--- src/hw/rtl/ecpr_pkg.sv ---
// Shared types and constants for the enhanced second-chance page replacement block.
package ecpr_pkg;

  localparam int unsigned FRAMES    = 4;
  localparam int unsigned PAGE_BITS = 8;
  localparam int unsigned IDX_W     = (FRAMES > 1) ? $clog2(FRAMES) : 1;

  localparam int unsigned IN_BITS   = PAGE_BITS + 1;
  localparam int unsigned IN_W      = ((IN_BITS + 7) / 8) * 8;
  localparam int unsigned OUT_BITS  = 1 + IDX_W + 1 + PAGE_BITS + 1;
  localparam int unsigned OUT_W     = ((OUT_BITS + 7) / 8) * 8;

  // What an access does to the frame table
  typedef enum logic [4:0] {
    MODE_HIT  = 5'b00001,  // page resident
    MODE_FILL = 5'b00010,  // first empty frame takes the page
    MODE_VIC0 = 5'b00100,  // victim: first frame with ref=0, mod=0
    MODE_VIC1 = 5'b01000,  // victim: first frame with ref=0, mod=1
    MODE_VICM = 5'b10000   // all refs set: clear all, victim by mod bit only
  } mode_e;

  // Prefix flags handed down the row: "some earlier frame has ..."
  typedef struct packed {
    logic hit;
    logic inv;
    logic c0;
    logic c1;
    logic m0;
  } flag_t;

  // Data of the selected frame, collected down the row
  typedef struct packed {
    logic [IDX_W-1:0]     idx;
    logic [PAGE_BITS-1:0] page;
    logic                 dirty;
  } sel_t;

  // Access control broadcast to every frame cell
  typedef struct packed {
    logic  go;
    logic  wr;
    logic  any_m0;
    mode_e mode;
  } ctl_t;

  // Per-frame status seen by the top level
  typedef struct packed {
    logic valid;
    logic ref_bit;
  } stat_t;

  typedef struct packed {
    logic                 evicted_dirty;
    logic [PAGE_BITS-1:0] evicted_page;
    logic                 evicted_valid;
    logic [IDX_W-1:0]     frame_index;
    logic                 hit;
  } res_t;

endpackage

--- src/hw/rtl/ecpr_cell.sv ---
// One frame of the table: page tag, valid, reference and modified bits.
module ecpr_cell import ecpr_pkg::*; (
  input  logic                 clk_i,
  input  logic                 rst_ni,
  input  logic [IDX_W-1:0]     idx_i,
  input  logic [PAGE_BITS-1:0] page_i,
  input  ctl_t                 ctl_i,
  input  flag_t                flag_i,
  output flag_t                flag_o,
  input  sel_t                 sel_i,
  output sel_t                 sel_o,
  output stat_t                stat_o
);

  logic                 valid_q, valid_d;
  logic                 ref_q, ref_d;
  logic                 mod_q, mod_d;
  logic [PAGE_BITS-1:0] page_q, page_d;

  logic match, c0, c1, m0, sel;

  assign match = valid_q && (page_q == page_i);
  assign c0    = valid_q && !ref_q && !mod_q;
  assign c1    = valid_q && !ref_q && mod_q;
  assign m0    = !mod_q;

  assign flag_o.hit = flag_i.hit | match;
  assign flag_o.inv = flag_i.inv | !valid_q;
  assign flag_o.c0  = flag_i.c0 | c0;
  assign flag_o.c1  = flag_i.c1 | c1;
  assign flag_o.m0  = flag_i.m0 | m0;

  always_comb begin
    unique case (ctl_i.mode)
      MODE_HIT:  sel = match;
      MODE_FILL: sel = !valid_q && !flag_i.inv;
      MODE_VIC0: sel = c0 && !flag_i.c0;
      MODE_VIC1: sel = c1 && !flag_i.c1;
      MODE_VICM: sel = ctl_i.any_m0 ? (m0 && !flag_i.m0) : (idx_i == '0);
      default:   sel = 1'b0;
    endcase
  end

  assign sel_o.idx   = sel_i.idx | (sel ? idx_i : '0);
  assign sel_o.page  = sel_i.page | (sel ? page_q : '0);
  assign sel_o.dirty = sel_i.dirty | (sel & mod_q);

  assign stat_o.valid   = valid_q;
  assign stat_o.ref_bit = ref_q;

  always_comb begin
    valid_d = valid_q;
    ref_d   = ref_q;
    mod_d   = mod_q;
    page_d  = page_q;
    if (ctl_i.go) begin
      if (sel) begin
        ref_d = 1'b1;
        if (ctl_i.mode == MODE_HIT) begin
          mod_d = mod_q | ctl_i.wr;
        end else begin
          valid_d = 1'b1;
          mod_d   = ctl_i.wr;
          page_d  = page_i;
        end
      end else if (ctl_i.mode == MODE_VICM) begin
        ref_d = 1'b0;
      end else if (ctl_i.mode == MODE_VIC1 && !flag_i.c1) begin
        // frames passed by the second scan lose their reference bit
        ref_d = 1'b0;
      end
    end
  end

  always_ff @(posedge clk_i or negedge rst_ni) begin
    if (!rst_ni) begin
      valid_q <= 1'b0;
      ref_q   <= 1'b0;
      mod_q   <= 1'b0;
    end else begin
      valid_q <= valid_d;
      ref_q   <= ref_d;
      mod_q   <= mod_d;
    end
  end

  always_ff @(posedge clk_i) begin
    page_q <= page_d;
  end

endmodule

--- src/hw/rtl/enhanced_clock_page_replacement.sv ---
// Top level: row of frame cells with enhanced second-chance victim choice.
//
//  Port group   Dir   Fields (low bit first)
//  s_axis_*     in    page_number[7:0], is_write[8]
//  m_axis_*     out   hit[0], frame_index[2:1], evicted_valid[3],
//                     evicted_page[11:4], evicted_dirty[12]
//
// For each access the hit search, fill and victim pick ripple down the row
// of frame cells and the table updates at the accepting edge.
// The result word sits in an output register; a new access is taken whenever
// that register is empty or being drained, so a stalled sink stalls the input.
// Reset empties all frames and clears reference and modified bits.
module enhanced_clock_page_replacement import ecpr_pkg::*; (
  input  logic             clk_i,
  input  logic             rst_ni,
  input  logic             s_axis_tvalid,
  output logic             s_axis_tready,
  input  logic [IN_W-1:0]  s_axis_tdata,   // page_number, is_write
  output logic             m_axis_tvalid,
  input  logic             m_axis_tready,
  output logic [OUT_W-1:0] m_axis_tdata    // hit, frame_index, evicted_valid,
                                           // evicted_page, evicted_dirty
);

  logic                 in_acc;
  logic [PAGE_BITS-1:0] page;
  logic                 wr;
  ctl_t                 ctl;
  flag_t                flag [FRAMES+1];
  sel_t                 sel  [FRAMES+1];
  stat_t                stat [FRAMES];
  logic [FRAMES-1:0]    valid_vec, ref_vec;

  logic out_valid_q, out_valid_d;
  res_t res_q, res_d;

  assign page   = s_axis_tdata[PAGE_BITS-1:0];
  assign wr     = s_axis_tdata[PAGE_BITS];
  assign in_acc = s_axis_tvalid && s_axis_tready;
  assign s_axis_tready = !out_valid_q || m_axis_tready;

  assign flag[0] = '0;
  assign sel[0]  = '0;

  for (genvar g = 0; g < FRAMES; g++) begin : g_cell
    ecpr_cell u_cell (
      .clk_i  (clk_i),
      .rst_ni (rst_ni),
      .idx_i  (IDX_W'(g)),
      .page_i (page),
      .ctl_i  (ctl),
      .flag_i (flag[g]),
      .flag_o (flag[g+1]),
      .sel_i  (sel[g]),
      .sel_o  (sel[g+1]),
      .stat_o (stat[g])
    );
    assign valid_vec[g] = stat[g].valid;
    assign ref_vec[g]   = stat[g].ref_bit;
  end

  always_comb begin
    ctl.go     = in_acc;
    ctl.wr     = wr;
    ctl.any_m0 = flag[FRAMES].m0;
    priority if (flag[FRAMES].hit) ctl.mode = MODE_HIT;
    else if (flag[FRAMES].inv)     ctl.mode = MODE_FILL;
    else if (flag[FRAMES].c0)      ctl.mode = MODE_VIC0;
    else if (flag[FRAMES].c1)      ctl.mode = MODE_VIC1;
    else                           ctl.mode = MODE_VICM;
  end

  always_comb begin
    logic evict;
    evict = (ctl.mode != MODE_HIT) && (ctl.mode != MODE_FILL);
    res_d.hit           = (ctl.mode == MODE_HIT);
    res_d.frame_index   = sel[FRAMES].idx;
    res_d.evicted_valid = evict;
    res_d.evicted_page  = evict ? sel[FRAMES].page : '0;
    res_d.evicted_dirty = evict & sel[FRAMES].dirty;
  end

  always_comb begin
    out_valid_d = out_valid_q;
    if (in_acc) begin
      out_valid_d = 1'b1;
    end else if (m_axis_tready) begin
      out_valid_d = 1'b0;
    end
  end

  always_ff @(posedge clk_i or negedge rst_ni) begin
    if (!rst_ni) begin
      out_valid_q <= 1'b0;
    end else begin
      out_valid_q <= out_valid_d;
    end
  end

  always_ff @(posedge clk_i) begin
    if (in_acc) begin
      res_q <= res_d;
    end
  end

  assign m_axis_tvalid = out_valid_q;
  assign m_axis_tdata  = OUT_W'(res_q);

  // Frames fill in order, so the valid bits always form a run from frame 0
  a_fill_prefix: assert property (@(posedge clk_i) disable iff (!rst_ni)
    (valid_vec & (valid_vec + FRAMES'(1))) == '0)
    else $error("valid frames not contiguous from frame 0");

  a_evict_full: assert property (@(posedge clk_i) disable iff (!rst_ni)
    (out_valid_q && res_q.evicted_valid) |-> (&valid_vec))
    else $error("eviction reported while frame table not full");

  a_hit_no_evict: assert property (@(posedge clk_i) disable iff (!rst_ni)
    out_valid_q |-> !(res_q.hit && res_q.evicted_valid))
    else $error("hit reported together with eviction");

  a_ref_set: assert property (@(posedge clk_i) disable iff (!rst_ni)
    in_acc |=> (ref_vec[res_q.frame_index] && valid_vec[res_q.frame_index]))
    else $error("accessed frame lacks reference bit");

endmodule
--- config.mk ---
export PLATFORM = sky130hd
export DESIGN_NAME = enhanced_clock_page_replacement
export DESIGN_NICKNAME = d
export VERILOG_FILES = /design/src/hw/rtl/ecpr_pkg.sv /design/src/hw/rtl/ecpr_cell.sv /design/src/hw/rtl/enhanced_clock_page_replacement.sv
export SDC_FILE = /design/constraint.sdc
export NUM_CORES = 1
export LEC_CHECK = 0
export ABC_AREA = 0
export ABC_CLOCK_PERIOD_IN_PS = 4100
export BUFFER_PORTS_ARGS = -buffer_cell sky130_fd_sc_hd__buf_2
export CAP_MARGIN = 40
export CORE_ASPECT_RATIO = 0.75
export CORE_MARGIN = 8
export CORE_UTILIZATION = 60
export DETAILED_ROUTE_END_ITERATION = 10
export PLACE_DENSITY = 0.84
export SLEW_MARGIN = 20
export SYNTH_ARGS = -nofsm -noshare
export SYNTH_HDL_FRONTEND = slang
export SYNTH_SLANG_ARGS = --single-unit
--- constraint.sdc ---
create_clock -name clk_i -period 4.1 [get_ports clk_i]
set_input_delay 1.025 -clock clk_i [delete_from_list [all_inputs] [get_ports clk_i]]
set_output_delay 1.025 -clock clk_i [all_outputs]
set_load 0.05 [all_outputs]
==> reports/qor.csv, run 1 <==
stage;metric;value;unit
status;status;finished clean;
placement;dp.cells;330;
sta;tns;0;ns
logic_synthesis;synth_edf_count;45;
power;p_leak;1.20;nW
floorplan;num_io_pins;38;
min_path;whs_path_depth;2;
placement;dpl.hpwl;4740;um
clocking;clkSlewWorstSetupHoldPaths;0.06;ns
setup_path;worstReg2RegStart;g_cell[2].u_cell.valid_q$_DFFE_PN0P_;
logic_synthesis;synthSimpleGateAreaFrac;0.166;
layout;fin_area;0.00332;mm2
placement;postPlaceCellArea;0.00314;mm2
route;wl_per_cell;18.9;um
clocking;cts_buffers;9;
min_path;hold_class;reg2reg;
route;dr.pass1.iters;5;
route;routed_via_density;6.12;
logic_synthesis;synth_seq_area_share;0.552;
logic_synthesis;syn_area_per_cell;12.0;um2
route;drtIter0Drc;235;
clocking;cts_tree;built;
global_routing;grt_start_max_net_pins;21;
global_routing;grt_pass1_wl;10600;um
layout;final_net_count;301;
clocking;htree_num_levels;3;
logic_synthesis;synth_warnings;0;
global_routing;grt_overflow;0;
setup_path;critPathMaxStageDelay;0.36;ns
route;drtAntennaViolNets;0;
layout;area_growth;9.14;%
clocking;cts.sinks;58;
logic_synthesis;synth-compound-area-share;0.130;
clocking;cts_setup_buffers;0;
global_routing;grt_use_total;0.179;
sta;finalCriticalPeriod;2.92;ns
setup_path;cp-end-kind;flop;
logic_synthesis;yosys_register_bits;58;
layout;layout-drive-gt1-share;0.225;
logic_synthesis;synthMuxAreaShare;0;
global_routing;antenna_found_initial;0;
floorplan;rows;22;
logic_synthesis;ys.flop_type;edfxtp_1;
clocking;cts.path.max_buffers;2;
logic_synthesis;synthAdderAreaFrac;0;
placement;portBuffers;27;
setup_path;cp_cell_sequence;buf_2, xnor2_1, nand3_1, nor3_2, buf_4, nor3b_1, a31o_4, and2_1, or2_1;
logic_synthesis;synth-xor-area-share;0.0922;
route;drc;0;
route;wl_met1;2840;um
layout;fin_cells;345;
sta;tightest_slew;0.657;ns
clocking;postCtsHoldBufs;0;
setup_path;cp.depth;9;
floorplan;dieArea;0.00762;mm2
setup_path;cp_num_buf_inv;2;
sta;slew_headroom;0.559;
logic_synthesis;synth-async-reset-ratio;0.224;
logic_synthesis;synth_area;0.00304;mm2
setup_path;crit_type;in2reg;
sta;finalClockSkew;0.0115;ns
floorplan;core;0.00490;mm2
sta;hold_violations;0;
setup_path;critPathTopFamily;simple AND/OR/NAND/NOR gates;
logic_synthesis;synthCells;253;
min_path;hold_start;g_cell[3].u_cell.ref_q$_DFFE_PN0P_;
route;route.met2.wl;2950;um
logic_synthesis;synth_top_family_by_area;simple AND/OR/NAND/NOR gates;
flow_run;drv_cap;0;
clocking;ctsResizeCount;0;
setup_path;crit_start;s_axis_tdata[6];
floorplan;start_util;0.620;
route;route.vias.total;2110;
sta;max_freq;0.342;GHz
setup_path;crit_arrival;3.15;ns
sta;finalSetupViolations;0;
setup_path;required;4.32;ns
power;powerDensity;873;mW/mm2
sta;period_share;0.713;
sta;drv_slew;0;
floorplan;die_x;98.2;um
power;peakVddDrop;392;uV
floorplan;die_y;77.6;um
setup_path;r2r_cells;7;
setup_path;cp-start-kind;input pin;
placement;place_congestion;0.980;
sta;rsz0062_at_grt;false;
global_routing;grt_pass1_vias;2099;
setup_path;cp_slowest_cell;nor3_2;
layout;diodes;0;
clocking;root_buffer;clkbuf_8;
clocking;clock_latency;0.34;ns
route;highest_layer;met4;
logic_synthesis;ys_types;52;
route;wl;6530;um
setup_path;crit_fanout;14;
route;met3_length;636;um
[synth_stat cells, types with 2 or more instances]
master    count  area [um2]
edfxtp_1     45        1350
xnor2_1      32         280
nand2_1      24        90.1
dfrtp_1      13         325
o21ai_0      12        60.1
a31oi_1      11        68.8
a22oi_1       9        67.6
buf_6         8        90.1
buf_4         7        52.6
nand3_1       7        35.0
nor2_1        7        26.3
a21oi_1       6        30.0
nand2b_1      6        37.5
inv_1         5        18.8
or3_1         5        31.3
nand4_1       4        25.0
o22ai_1       4        25.0
or2_1         4        25.0
nor3_2        3        30.0
o21ai_1       3        15.0
and2_1        2        12.5
nand3_2       2        20.0
nor2_2        2        12.5
nor3_4        2        32.5
nor4_1        2        12.5
o32ai_1       2        17.5
[cells in the final DEF, fill, tap and decap left out, types with 2 or more instances in the layout]
master,Yosys,routed
a21oi_1,6,6
a22oi_1,9,9
a31oi_1,11,11
and2_1,2,2
buf_2,1,27
buf_4,7,5
clkbuf_8,0,9
clkinv_1,1,4
conb_1,1,3
dfrtp_1,13,13
edfxtp_1,45,45
inv_1,5,5
nand2_1,24,24
nand2b_1,6,6
nand3_1,7,7
nand3_2,2,2
nand4_1,4,4
nor2_1,7,7
nor2_2,2,2
nor3_2,3,3
nor3_4,2,2
nor4_1,2,2
o21ai_0,12,12
o21ai_1,3,3
o22ai_1,4,4
o32ai_1,2,2
or2_1,4,4
or3_1,5,5
xnor2_1,32,32
[cell families (layout without fill, tap and decap cells)]
kind of cell,count (synthesis),count (layout)
simple gates,81,81
flops,58,58
compound gates,57,57
xor+xnor,32,32
buf+inv,24,54
other cells,1,3
[path summary, 6_finish.rpt]
check                                                        to  slack, ns
setup / recovery           g_cell[3].u_cell.valid_q$_DFFE_PN0P_       1.18
hold / removal               g_cell[3].u_cell.ref_q$_DFFE_PN0P_       0.51
setup reg to reg           g_cell[3].u_cell.page_q[3]$_DFFE_PP_       1.46
hold reg to reg              g_cell[3].u_cell.ref_q$_DFFE_PN0P_       0.51
max in group asynchronous    g_cell[3].u_cell.mod_q$_DFFE_PN0P_       3.30
min in group asynchronous    g_cell[2].u_cell.ref_q$_DFFE_PN0P_       0.56
[worst register-to-register path: stages, from the launching register on]
cell      delay [ns]
dfrtp_1         0.46
and2b_1         0.26
nor4_1          0.28
o211ai_1        0.11
a21boi_1        0.15
o21ai_1         0.19
a31o_4          0.30
and2_1          0.51
[state kept, by name, summed over array words and instances, names as in the netlist]
| register | cells |
|---|---|
| m_axis_tdata | 13 |
| g_cell.u_cell.mod_q | 4 |
| m_axis_tvalid | 1 |
| g_cell.u_cell.ref_q | 4 |
| g_cell.u_cell.valid_q | 4 |
| g_cell.u_cell.page_q | 32 |
[metrics by stage]
step / total power [W] / setup WS, ns / hold slack, ns / utilization
after floorplan: 0.00208 / 1.30 / 0.461 / -
after global placement: 0.00236 / 0.929 / 0.488 / 0.641
after detailed placement: 0.00240 / 0.832 / 0.491 / 0.641
after CTS: 0.00287 / 1.19 / 0.509 / 0.677
after global routing: 0.00304 / 1.01 / 0.562 / 0.677
final: 0.00290 / 1.18 / 0.513 / 0.677
[layer usage]
metal,track usage,vias up
met5,0,-
met4,0.0702,0
met3,0.0517,16
met2,0.273,124
met1,0.237,991
li1,-,979
[report_power, final]
part / total, W / internal (W) / leakage, nW / switching (W)
registers: 0.00101 / 0.000885 / 0.558 / 0.000128
logic: 0.00140 / 0.000476 / 0.555 / 0.000927
clock network: 0.000479 / 0.000270 / 0.0886 / 0.000210
total: 0.00290 / 0.00163 / 1.20 / 0.00127
[layout make-up]
cell class / count / area [um2]
tap: 60 / 75.1
fill: 373 / 1580
inverter: 7 / 26.3
clock inverter: 5 / 46.3
multi-input combinational: 173 / 1190
clock buffer: 10 / 128
sequential: 58 / 1680
timing repair buffer: 32 / 173
No activity file was read; power rests on OpenSTA's default activity.
==> inputs of run 2 (changes only) <==
--- a/config.mk
+++ b/config.mk
@@ -5,15 +5,15 @@
 export SDC_FILE = /design/constraint.sdc
 export NUM_CORES = 1
 export LEC_CHECK = 0
-export ABC_AREA = 0
-export ABC_CLOCK_PERIOD_IN_PS = 4100
+export ABC_AREA = 1
+export ABC_CLOCK_PERIOD_IN_PS = 2700
 export BUFFER_PORTS_ARGS = -buffer_cell sky130_fd_sc_hd__buf_2
 export CAP_MARGIN = 40
 export CORE_ASPECT_RATIO = 0.75
 export CORE_MARGIN = 8
-export CORE_UTILIZATION = 60
+export CORE_UTILIZATION = 58
 export DETAILED_ROUTE_END_ITERATION = 10
-export PLACE_DENSITY = 0.84
+export PLACE_DENSITY = 0.81
 export SLEW_MARGIN = 20
 export SYNTH_ARGS = -nofsm -noshare
 export SYNTH_HDL_FRONTEND = slang
==> constraint.sdc (replaced) <==
create_clock -name clk_i -period 2.7 [get_ports clk_i]
set_input_delay 0.675 -clock clk_i [delete_from_list [all_inputs] [get_ports clk_i]]
set_output_delay 0.675 -clock clk_i [all_outputs]
set_load 0.05 [all_outputs]
==> reports/qor.csv, run 2 <==
stage;metric;value;unit
power;p_clk_frac;0.177;
flow_run;drv_cap;0;
placement;place_congestion;0.945;
power;p_leak;1.97;nW
power;pwr-share-seq;0.309;
logic_synthesis;syn_area_per_cell;7.95;um2
global_routing;grt_pass1_vias;2598;
logic_synthesis;synth_edf_count;45;
layout;final_net_count;482;
clocking;clock_latency;0.34;ns
route;route.vias.total;2783;
logic_synthesis;synth.most_common_cell;nand2_1;
status;status;finished clean;
route;drc;0;
logic_synthesis;synthMuxAreaShare;0;
sta;drv_slew;0;
layout;multi_input_area;0.00123;mm2
logic_synthesis;synth_common_cells;nand2_1, inv_1, nor2_1, edfxtp_1, nand3_1;
logic_synthesis;synth_seq_area_share;0.525;
layout;fin_area;0.00385;mm2
route;wl;7710;um
route;wl_per_cell;14.2;um
power;intPower;0.00267;W
logic_synthesis;ys_types;26;
layout;area_growth;20.7;%
placement;portBuffers;27;
layout;largest_reg_flops;32;
logic_synthesis;synth-xor-area-share;0.0247;
setup_path;critPathMaxStageDelay;0.44;ns
logic_synthesis;yosys_register_bits;58;
logic_synthesis;synth_area;0.00319;mm2
logic_synthesis;synthAdderAreaFrac;0;
logic_synthesis;synth_top_family_by_area;simple AND/OR/NAND/NOR gates;
setup_path;cp_num_buf_inv;3;
clocking;cts_buffers;9;
sta;rsz0062_at_grt;false;
layout;nFillCells;396;
logic_synthesis;synthTopCellsByArea;edfxtp_1, nand2_1, dfrtp_1, inv_1, nor2_1;
floorplan;num_io_pins;38;
sta;max_freq;0.394;GHz
global_routing;grt_pass1_wl;12400;um
floorplan;core;0.00532;mm2
placement;postPlaceCellArea;0.00361;mm2
sta;tightest_slew;0.667;ns
power;combPwrFrac;0.515;
setup_path;critPathTopFamily;simple AND/OR/NAND/NOR gates;
clocking;root_buffer;clkbuf_8;
route;drtAntennaViolNets;0;
sta;finalClockSkew;0.00628;ns
power;powerDensity;1230;mW/mm2
sta;slew_headroom;0.555;
sta;finalSetupViolations;0;
setup_path;cp-start-kind;flop;
logic_synthesis;synth_top_cell_by_area;edfxtp_1;
global_routing;grt_use_total;0.202;
layout;fin_cells;542;
logic_synthesis;synth_warnings;0;
setup_path;cp_slowest_cell;nor3_1;
global_routing;antenna_found_initial;0;
route;drtIter0Drc;405;
setup_path;worstReg2RegStart;g_cell[2].u_cell.valid_q$_DFFE_PN0P_;
clocking;htree_num_levels;3;
setup_path;cp_cell_sequence;inv_1, nor3_1, nor2_2, nand2_2, inv_2, nand2_1, nor2_2, nand2_2, nor2_1, nor2_1, nand2_2, buf_4, nand2_1, nand2_1, nor2_1, nor2_1;
global_routing;grt_overflow;0;
floorplan;start_util;0.600;
power;netSwitchingFraction;0.437;
clocking;cts_tree;built;
clocking;cts.path.max_buffers;2;
sta;hold_violations;0;
route;dr.pass1.iters;5;
min_path;hold_class;in2async;
clocking;cts.sinks;58;
logic_synthesis;synthCells;402;
layout;mostFrequentLayoutCells;nand2_1, inv_1, nor2_1, edfxtp_1, buf_2;
floorplan;die_y;80.3;um
layout;layout-drive-gt1-share;0.201;
setup_path;crit_type;reg2reg;
power;peakVddDrop;521;uV
setup_path;crit_start;g_cell[2].u_cell.valid_q$_DFFE_PN0P_;
placement;dpl.hpwl;5670;um
route;routed_via_density;5.13;
floorplan;die_x;102;um
sta;period_share;0.940;
logic_synthesis;synth-async-reset-ratio;0.224;
setup_path;cp-end-kind;flop;
power;p_sw;0.00207;W
layout;seq_area;0.00168;mm2
setup_path;crit_fanout;7;
setup_path;required;2.79;ns
logic_synthesis;synth-compound-area-share;0.0298;
sta;finalCriticalPeriod;2.54;ns
floorplan;dieArea;0.00816;mm2
global_routing;grt_start_max_net_pins;20;
placement;dp.cells;522;
layout;top_register;g_cell.u_cell.page_q;
setup_path;cp_common_cell;nor2_1;
clocking;clkSlewWorstSetupHoldPaths;0.06;ns
layout;diodes;0;
logic_synthesis;synthSimpleGateAreaFrac;0.322;
setup_path;crit_arrival;2.63;ns
logic_synthesis;ys.flop_type;edfxtp_1;
logic_synthesis;synth.top_cell.area_share;0.423;
layout;final_common_cell;nand2_1;
floorplan;rows;23;
clocking;postCtsHoldBufs;0;
## run 2: final cells by class
cell class,instances,share of cell area
timing repair buffer,55,0.109
sequential,58,0.435
clock inverter,7,0.0217
multi-input combinational,277,0.318
tap,75,0.0243
clock buffer,9,0.0321
inverter,61,0.0594
## run 2: repair_timing
item	CTS	global route
buffers inserted	0	3
setup endpoints to repair	0	42
resized for setup	0	4
## run 2: layer usage
metal	vias up	wire (um)	global-route usage
met5	-	0	0
met4	0	172	0.0622
met3	24	1150	0.0794
met2	165	3330	0.300
met1	1228	3060	0.263
li1	1366	-	-
## run 2: worst paths after layout
kind / slack (ns) / endpoint / depth (start not counted)
max in group asynchronous: 2.27 / g_cell[1].u_cell.valid_q$_DFFE_PN0P_ / 1
min: 0.20 / m_axis_tvalid$_DFFE_PN0P_ / 1
max: 0.16 / m_axis_tdata[9]$_SDFFCE_PN0P_ / 16
min reg2reg: 0.49 / g_cell[1].u_cell.ref_q$_DFFE_PN0P_ / 2
min in group clk_i: 0.49 / g_cell[1].u_cell.ref_q$_DFFE_PN0P_ / 2
max reg2reg: 0.16 / m_axis_tdata[9]$_SDFFCE_PN0P_ / 16
## run 2: kinds of logic after synthesis
kind of cell / after synthesis
simple gates: 246
buf+inv: 70
flops: 58
compound gates: 18
xor+xnor: 9
other cells: 1
## run 2: stage by stage
stage          worst slack, ns  hold slack, ns  utilization  TNS (ns)  power (W)
5_1_grt                 0.0221           0.218        0.724         0    0.00504
3_5_place_dp            -0.151           0.478        0.678     -5.03    0.00382
4_1_cts                  0.191           0.203        0.717         0    0.00468
6_report                 0.163           0.205        0.724         0    0.00474
2_1_floorplan            0.272           0.379            -         0    0.00299
3_3_place_gp            -0.120           0.465        0.678     -3.13    0.00377
## run 2: power by group through the flow
stage / Sequential (W) / Clock [W] / Combinational (W)
2_1_floorplan: 0.00177 / 0 / 0.00122
4_1_cts: 0.00146 / 0.000851 / 0.00237
5_1_grt: 0.00149 / 0.000898 / 0.00266
3_3_place_gp: 0.00147 / 0 / 0.00230
6_report: 0.00146 / 0.000838 / 0.00244
3_5_place_dp: 0.00148 / 0 / 0.00234
